==> src/sv/mfpq_pkg.sv <==
// Shared types and constants for the multilevel FIFO priority queue.
// Depends on nothing; every other file but mfpq_ram imports it.
`default_nettype none
package mfpq_pkg;

    localparam int LEVELS_DEF     = 8;
    localparam int FIFO_DEPTH_DEF = 16;

    localparam int ID_W   = 64;
    localparam int LVL_W  = 3;
    localparam int CNT_W  = 8;
    localparam int CFG_W  = 4;
    localparam int ST_W   = 2;
    localparam int OP_W   = 1;

    localparam int IN_TDATA_W  = 72;   // level, task id, pad
    localparam int OUT_TDATA_W = 80;   // task, level, count, pad

    localparam logic [CFG_W-1:0] CFG_RESET = 4'd8;

    localparam logic [OP_W-1:0] OP_INSERT = 1'b0;
    localparam logic [OP_W-1:0] OP_REMOVE = 1'b1;

    localparam logic [ST_W-1:0] ST_OK    = 2'd0;
    localparam logic [ST_W-1:0] ST_EMPTY = 2'd1;
    localparam logic [ST_W-1:0] ST_RANGE = 2'd2;
    localparam logic [ST_W-1:0] ST_FULL  = 2'd3;

endpackage
`default_nettype wire

==> src/sv/mfpq_scan.sv <==
// Level scan unit: lowest non-empty level in [hint, active levels).
// Depends on mfpq_pkg.
`default_nettype none
module mfpq_scan #(
    parameter int LEVELS = mfpq_pkg::LEVELS_DEF,
    parameter int LW     = (LEVELS > 1) ? $clog2(LEVELS) : 1,
    parameter int HW     = $clog2(LEVELS + 1)
) (
    input  wire logic [LEVELS-1:0] i_nonempty,
    input  wire logic [HW-1:0]     i_hint,
    input  wire logic [HW-1:0]     i_active,
    output logic                   o_found,
    output logic      [LW-1:0]     o_idx
);
    import mfpq_pkg::*;

    logic [LEVELS-1:0] w_cand;

    always_comb begin
        for (int i = 0; i < LEVELS; i++) begin
            w_cand[i] = i_nonempty[i] && (i >= 32'(i_hint)) && (i < 32'(i_active));
        end
    end

    always_comb begin
        o_idx = '0;
        for (int i = LEVELS - 1; i >= 0; i--) begin
            if (w_cand[i]) begin
                o_idx = LW'(i);
            end
        end
    end

    assign o_found = |w_cand;

endmodule
`default_nettype wire

==> config.mk <==
export PLATFORM = sky130hd
export DESIGN_NAME = mfpq_scan
export DESIGN_NICKNAME = d
export VERILOG_FILES = /design/src/sv/mfpq_pkg.sv /design/src/sv/mfpq_scan.sv
export SDC_FILE = /design/constraint.sdc
export NUM_CORES = 1
export LEC_CHECK = 0
export ABC_AREA = 1
export BUFFER_PORTS_ARGS = -buffer_cell sky130_fd_sc_hd__buf_2
export CORE_AREA = 2 2 39 41
export DETAILED_ROUTE_END_ITERATION = 8
export DIE_AREA = 0 0 41 43
export MAX_ROUTING_LAYER = met4
export PLACE_DENSITY = 0.48
export SLEW_MARGIN = 20
export SYNTH_ARGS = -nofsm -noshare
export SYNTH_HDL_FRONTEND = slang
export SYNTH_SLANG_ARGS = --single-unit
==> constraint.sdc <==
create_clock -name vclk -period 1.2
set_input_delay 0.06 -clock vclk [all_inputs]
set_output_delay 0.06 -clock vclk [all_outputs]
set_load 0.005 [all_outputs]
==> flow_summary.json, run 1 <==
{
  "synth_cell_types": 15,
  "nNetsFinal": 88,
  "grt_pass1_wl_um": 1090,
  "crit_path_frequent_cell": "nand2_1",
  "layout_min_cycle_time_ps": 1060,
  "endpoint_kind": "primary output",
  "fmax_mhz": 948,
  "io_buffers": 20,
  "track_usage_pct": 8.39,
  "status": "finished, final reports clean",
  "first_pass_iters": 4,
  "power_density_mw_per_mm2": 337,
  "syn_nets": 66,
  "via_per_inst": 4.34,
  "synthToLayoutAreaGrowth_pct": 53.7,
  "antenna_found_initial": 0,
  "path_buf_inv": 3,
  "peakVddDrop_mv": 0.0670,
  "setup_violations": 0,
  "max_slew_margin_pct": 83.2,
  "wl_per_cell_um": 8.40,
  "multi_input_area_um2": 221,
  "syn_inst": 50,
  "clkbuf_count": 0,
  "critPathArrivalTime_ps": 1000,
  "netlist_area_um2": 238,
  "p_leak_nw": 0.212,
  "register_area_um2": 0,
  "final_common_cell": "buf_2",
  "hold_viol_final": 0,
  "cp_slowest_cell": "nand4_1",
  "critPathKind": "in -> out",
  "cp_max_fo": 3,
  "most-common-layout-cells": "buf_2, nand2_1, nor2_1",
  "grt_pass1_vias": 297,
  "cts_setup_buffers": 0,
  "vias": 373,
  "final.period_utilization_pct": 87.9,
  "final_layout_size_suffix_gt1_share_pct": 38.6,
  "drc": 0,
  "dp_hpwl_um": 643,
  "die-area_mm2": 0.00176,
  "finalSetupTns_ps": 0,
  "drv_cap": 0,
  "ios": 20,
  "tightest_slew_ps": 249,
  "postRouteAntennaNets": 0,
  "worstPathCellList": "buf_2 -> inv_1 -> nand3_1 -> nand4_1 -> nand2_1 -> nand2_1 -> nand2_1 -> nand2_1 -> a21oi_2 -> buf_2",
  "grt_max_degree": 7,
  "start_kind": "primary input",
  "fp.dieW_um": 41,
  "core_mm2": 0.00138,
  "critPathMaxStageDelay_ps": 160,
  "diodes": 0,
  "flops_and_latches": 0,
  "rsz0062_at_grt": "false",
  "crit_family": "simple AND/OR/NAND/NOR gates",
  "rows": 14,
  "setup_ws_ps": 145,
  "routed_wl_um": 722,
  "drtIter0Drc": 4,
  "yosysWarnings": 0,
  "overflow": 0,
  "num-fill-cells": 176,
  "cp.required_ps": 1140,
  "place.gp.congestion": 0.779,
  "slew_violations": 0,
  "dp_slack_ps": 90.2,
  "start_util_pct": 17.2,
  "final_cells": 86,
  "yosysSeqAreaShare_pct": 0,
  "synth_area_per_cell_um2": 4.75,
  "die_height_um": 43,
  "hold_path.class": "in -> out",
  "post-place-cells": 86
}
worst min-delay path: cells and delay by family:
family,cells,cell delay (ps)
buf+inv,2,240
simple gates,2,170
compound gates,1,40
path summary, 6_finish.rpt:
| path | depth (start not counted) | start | to |
|---|---|---|---|
| min | 5 | i_active[0] | o_idx[0] |
| max | 10 | i_active[3] | o_idx[0] |
synthesized netlist by cell type:
master | count | area share, %
nand2_1 | 15 | 24
nor2_1 | 11 | 17
nand3_1 | 6 | 13
inv_1 | 5 | 7.9
nand4_1 | 2 | 5.3
o21ai_0 | 2 | 4.2
a21oi_1 | 1 | 2.1
a21oi_2 | 1 | 3.7
a31oi_1 | 1 | 2.6
and3_1 | 1 | 2.6
clkinv_2 | 1 | 2.1
nor2_2 | 1 | 2.6
nor3_2 | 1 | 4.2
o211ai_2 | 1 | 5.3
o21ai_2 | 1 | 3.7
layer usage:
metal / part of all wire, % / GRT usage, %
met3: 7.8 / 0
met4: 0 / 0
met5: 0 / -
met1: 45 / 12.0
met2: 47 / 13.8
timing repair:
item / in CTS / in global routing
hold buffers: 0 / 0
resized for setup: 0 / 2
endpoints found under the setup margin: 0 / 3
final cells by class:
cell class	count	share of cell area, %
tap	16	5.48
timing repair buffer	20	27.4
multi-input combinational	44	60.6
inverter	6	6.51
where the power goes:
group	switching [mW]	internal [mW]
clock	0	0
sequential	0	0
combinational	0.0666	0.0564
logic make-up (layout without fill, tap and decap cells):
| kind of cell | after synthesis | count (layout) | synth area share (%) |
|---|---|---|---|
| AOI/OAI and AO/OA | 7 | 7 | 21.6 |
| buffers and inverters | 6 | 26 | 10.0 |
| and+or+nand+nor | 37 | 37 | 68.4 |
stage by stage:
stage | total power [mW] | instance area, µm² | util, % | hold slack [ps]
floorplan | 0.0625 | 238 | - | 305
global placement | 0.121 | 358 | 25.9 | 565
detailed placement | 0.122 | 358 | 25.9 | 567
CTS | 0.122 | 358 | 25.9 | 575
global route | 0.140 | 365 | 26.4 | 595
finish | 0.123 | 365 | 26.4 | 559
(Power assumes the default switching activity.)
==> inputs of run 2 (changes only) <==
- PLACE_DENSITY: 0.48 -> 0.39
==> run 2 against run 1 <==
Compared with the run above: die area unchanged; flip-flop and latch count unchanged; non-clock buffer count unchanged; critical endpoint is now o_found; worst hold slack about the same; count of clock-buffer cells in the layout unchanged; first-iteration DRC count increased by 50%; total power decreased by 0.19%; routed wire length increased by 4.6%; cell area decreased by 0.68%; combinational power about the same; via count decreased by 2.9%.
==> flow_summary.json, run 2 (same netlist as run 1, synthesis figures left out) <==
{
  "status": "finished, final reports clean",
  "place.gp.congestion": 0.672,
  "diodes": 0,
  "p_clk_share_pct": 0,
  "setup_ws_ps": 138,
  "overflow": 0,
  "final_common_cell": "buf_2",
  "drc": 0,
  "cts_resized": 0,
  "ios": 20,
  "setup_violations": 0,
  "io_buffers": 20,
  "peakVddDrop_mv": 0.0928,
  "vias": 362,
  "die_height_um": 43,
  "clkbuf_count": 0,
  "dp_slack_ps": 96.6,
  "combinationalPowerShare_pct": 100.0,
  "critPathKind": "in -> out",
  "start_kind": "primary input",
  "power_density_mw_per_mm2": 338,
  "register_area_um2": 0,
  "drtIter0Drc": 6,
  "critPathMaxStageDelay_ps": 230,
  "dp_hpwl_um": 685,
  "track_usage_pct": 8.50,
  "slew_violations": 0,
  "synthToLayoutAreaGrowth_pct": 52.6,
  "cts_setup_buffers": 0,
  "antenna_found_initial": 0,
  "grt_pass1_vias": 288,
  "grt_pass1_wl_um": 1080,
  "hold_end": "o_idx[0]",
  "p_int_mw": 0.0562,
  "hold_ws_ps": 559,
  "max_slew_margin_pct": 82.4,
  "most-common-layout-cells": "buf_2, nand2_1, nor2_1",
  "cp_max_fo": 4,
  "cp_slowest_cell": "nor2_1",
  "via_per_inst": 4.21,
  "power_frac_seq_pct": 0,
  "min-delay-start": "i_nonempty[2]",
  "p_leak_nw": 0.212,
  "cp.required_ps": 1140,
  "hold_viol_final": 0,
  "path_buf_inv": 3,
  "drv_cap": 0,
  "hold_path.class": "in -> out",
  "ctsHoldBuffers": 0,
  "fp.dieW_um": 41,
  "core_mm2": 0.00138,
  "crit_family": "simple AND/OR/NAND/NOR gates",
  "layout_min_cycle_time_ps": 1060,
  "tightest_slew_ps": 263,
  "nNetsFinal": 88,
  "swShare_pct": 54.2,
  "postRouteAntennaNets": 0,
  "p_total_mw": 0.123,
  "final.period_utilization_pct": 88.5,
  "critPathArrivalTime_ps": 1000,
  "first_pass_iters": 3,
  "rsz0062_at_grt": "false",
  "switchingPower_mw": 0.0665,
  "flops_and_latches": 0,
  "wl_per_cell_um": 8.78,
  "start_util_pct": 17.2,
  "grt_max_degree": 7,
  "worstPathCellList": "buf_2 -> nor2_1 -> and3_1 -> clkinv_2 -> o21ai_2 -> nor2_1 -> nand2_1 -> buf_2",
  "finalSetupTns_ps": 0,
  "routed_wl_um": 755,
  "min_path_cells": 5,
  "die-area_mm2": 0.00176,
  "final_layout_size_suffix_gt1_share_pct": 37.1,
  "rows": 14,
  "endpoint_kind": "primary output",
  "fmax_mhz": 942
}
==> run 2: power by group through the flow <==
stage	logic, mW	clock network (mW)	registers, mW
after floorplan	0.0625	0	0
after global placement	0.123	0	0
after detailed placement	0.123	0	0
after CTS	0.123	0	0
after global routing	0.139	0	0
final	0.123	0	0
==> run 2: stage by stage <==
stage	utilization [%]	cells	cell area, µm²
4_1_cts	25.9	86	358
2_1_floorplan	-	50	238
3_3_place_gp	25.9	86	358
3_5_place_dp	25.9	86	358
5_1_grt	26.2	86	363
6_report	26.2	86	363
==> run 2: layer usage <==
| metal | vias up | global-route usage [%] | wire length [µm] |
|---|---|---|---|
| li1 | 209 | - | - |
| met1 | 140 | 11.7 | 379 |
| met2 | 13 | 14.4 | 317 |
| met3 | 0 | 0 | 58 |
| met4 | 0 | 0 | 0 |
| met5 | - | - | 0 |
==> run 2: final cells by class <==
cell class	count	area, µm²
multi-input combinational	44	219
fill	162	1020
inverter	6	23.8
tap	16	20.0
timing repair buffer	20	100
==> run 2: how the worst max path moves through the flow <==
stage               end  cells after the start         from  slack (ps)
2_1_floorplan  o_idx[2]                      6  i_active[3]         420
3_3_place_gp    o_found                      8  i_active[3]          90
3_5_place_dp    o_found                      8  i_active[3]         100
4_1_cts         o_found                      8  i_active[3]          90
5_1_grt        o_idx[0]                     11  i_active[3]          40
6_report        o_found                      8    i_hint[2]         140
==> inputs of run 3 (changes only) <==
- ABC_AREA: 1 -> 0
- PLACE_DENSITY: 0.39 -> 0.43
==> run 3 against run 2 <==
Compared with the run above: the flow now finishes with violations (negative setup slack); cell area up 79%; utilization up 21 points; worst hold slack better by 38 ps; critical path depth down 1; routed wire length up 65%; synthesized area up 21%; final cell count up 5.8%; non-clock buffer count up 16; largest cell class unchanged.
==> flow_summary.json, run 3 <==
{
  "drc": 0,
  "tightest_slew_ps": 447,
  "p_leak_nw": 0.284,
  "syn_nets": 57,
  "vias": 473,
  "peakVddDrop_mv": 0.147,
  "setup_ws_ps": -48.5,
  "syn_inst": 41,
  "synthTopCellsByArea": "o21ba_1, nand2_1, a41oi_1",
  "final.period_utilization_pct": 104,
  "synth_compound_area_share_pct": 56.3,
  "start_kind": "primary input",
  "yosysWarnings": 0,
  "final_common_cell": "buf_4",
  "grt_pass1_vias": 445,
  "fin_area_um2": 651,
  "synth_area_per_cell_um2": 6.99,
  "dp_hpwl_um": 881,
  "antenna_found_initial": 0,
  "post-place-cells": 89,
  "max_slew_margin_pct": 69.8,
  "fmax_mhz": 801,
  "synth_xor_area_share_pct": 0,
  "hold_path.class": "in -> out",
  "cp.required_ps": 1140,
  "dp_slack_ps": -107,
  "rsz0062_at_grt": "true",
  "top_usage_layer": "met2",
  "track_usage_pct": 13.8,
  "synthMuxAreaShare_pct": 0,
  "synthToLayoutAreaGrowth_pct": 127,
  "place.gp.congestion": 0.764,
  "synthAdderAreaFrac_pct": 3.93,
  "grt_pass1_wl_um": 1770,
  "postLayoutCoreUtil_pct": 47.0,
  "use_met3_pct": 1.05,
  "hold_viol_final": 0,
  "synth_most_common_cell": "nand2_1",
  "final_cells": 91,
  "num-fill-cells": 148,
  "crit_family": "simple AND/OR/NAND/NOR gates",
  "overflow": 0,
  "status": "finished, violations left",
  "worstPathCellList": "buf_6 -> nor2b_4 -> and3b_1 -> maj3_2 -> nor3_2 -> a2bb2oi_2 -> buf_2",
  "core_mm2": 0.00138,
  "routed_wl_um": 1240,
  "placedInstanceArea_um2": 502,
  "multi_input_area_um2": 369,
  "critPathKind": "in -> out",
  "nNetsFinal": 93,
  "critPathArrivalTime_ps": 1190,
  "cp_slowest_cell": "maj3_2",
  "grt_use_met1_pct": 17.1,
  "ctsHoldBuffers": 0,
  "critPathMaxStageDelay_ps": 330,
  "drv_cap": 0,
  "clkbuf_count": 0,
  "wl_per_cell_um": 13.7,
  "die-area_mm2": 0.00176,
  "fp.dieW_um": 41,
  "most-common-layout-cells": "buf_4, buf_2, nand2_1",
  "layout_min_cycle_time_ps": 1250,
  "via_per_inst": 5.20,
  "grt_max_degree": 8,
  "diodes": 0,
  "finalSetupTns_ps": -60.4,
  "io_buffers": 20,
  "hold_ws_ps": 597,
  "p_total_mw": 0.226,
  "gr-usage-met2_pct": 24.4,
  "power_density_mw_per_mm2": 348,
  "netlist_area_um2": 287,
  "register_area_um2": 0,
  "violations": "negative setup slack",
  "cp_max_fo": 3,
  "start_util_pct": 20.7,
  "slew_violations": 0,
  "endpoint_kind": "primary output",
  "ios": 20,
  "yosysSeqAreaShare_pct": 0,
  "postRouteAntennaNets": 0,
  "first_pass_iters": 3,
  "path_buf_inv": 2,
  "setup_violations": 2,
  "final_layout_size_suffix_gt1_share_pct": 74.7,
  "yosysTopAreaCell": "o21ba_1",
  "rows": 14,
  "synth_cell_types": 30,
  "synth_top_family_by_area": "compound AO/OA/AOI/OAI gates",
  "die_height_um": 43,
  "drtIter0Drc": 3,
  "flops_and_latches": 0,
  "synth_top_area_share_pct": 6.99,
  "synthSimpleGateAreaFrac_pct": 33.6
}
[run 3: changes by cell type after synthesis, moves of 2 or more]
cell	before	now
nand2_1	15	5
nor2_1	11	1
nand3_1	6	1
inv_1	5	2
a41oi_1	0	2
buf_2	0	2
nand4_1	2	0
nor2b_1	0	2
nor3_1	0	2
o21ba_1	0	2
[run 3: cell families after synthesis]
group                      after synthesis
and+or+nand+nor                         17
adders and majority gates                1
AOI/OAI and AO/OA                       19
buffers and inverters                    4
[run 3: power breakdown]
part           switching, mW  total, mW  leakage (nW)  internal (mW)
clock                      0          0             0              0
sequential                 0          0             0              0
combinational          0.102      0.226         0.284          0.124
total                  0.102      0.226         0.284          0.124
[run 3: layer usage]
metal,share of wire [%],up-vias
li1,-,234
met1,41,226
met2,55,13
met3,4.7,0
met4,0,0
met5,0,-
[run 3: final timing paths]
| kind | start | to | slack [ps] | cells after the start |
|---|---|---|---|---|
| worst max-delay path | i_nonempty[0] | o_idx[0] | -50 | 7 |
| worst min-delay path | i_nonempty[2] | o_idx[0] | 600 | 4 |
[run 3: layout make-up]
class	count	area share, %
multi-input combinational	37	56.7
timing repair buffer	36	39.0
tap	16	3.08
inverter	2	1.15
[run 3: repair_timing]
action / 4_1_cts / 5_1_grt
buffers inserted: 1 / 1
cloned: 0 / 0
pin swaps: 4 / 4
resized for setup: 20 / 11
setup endpoints to repair: 4 / 4
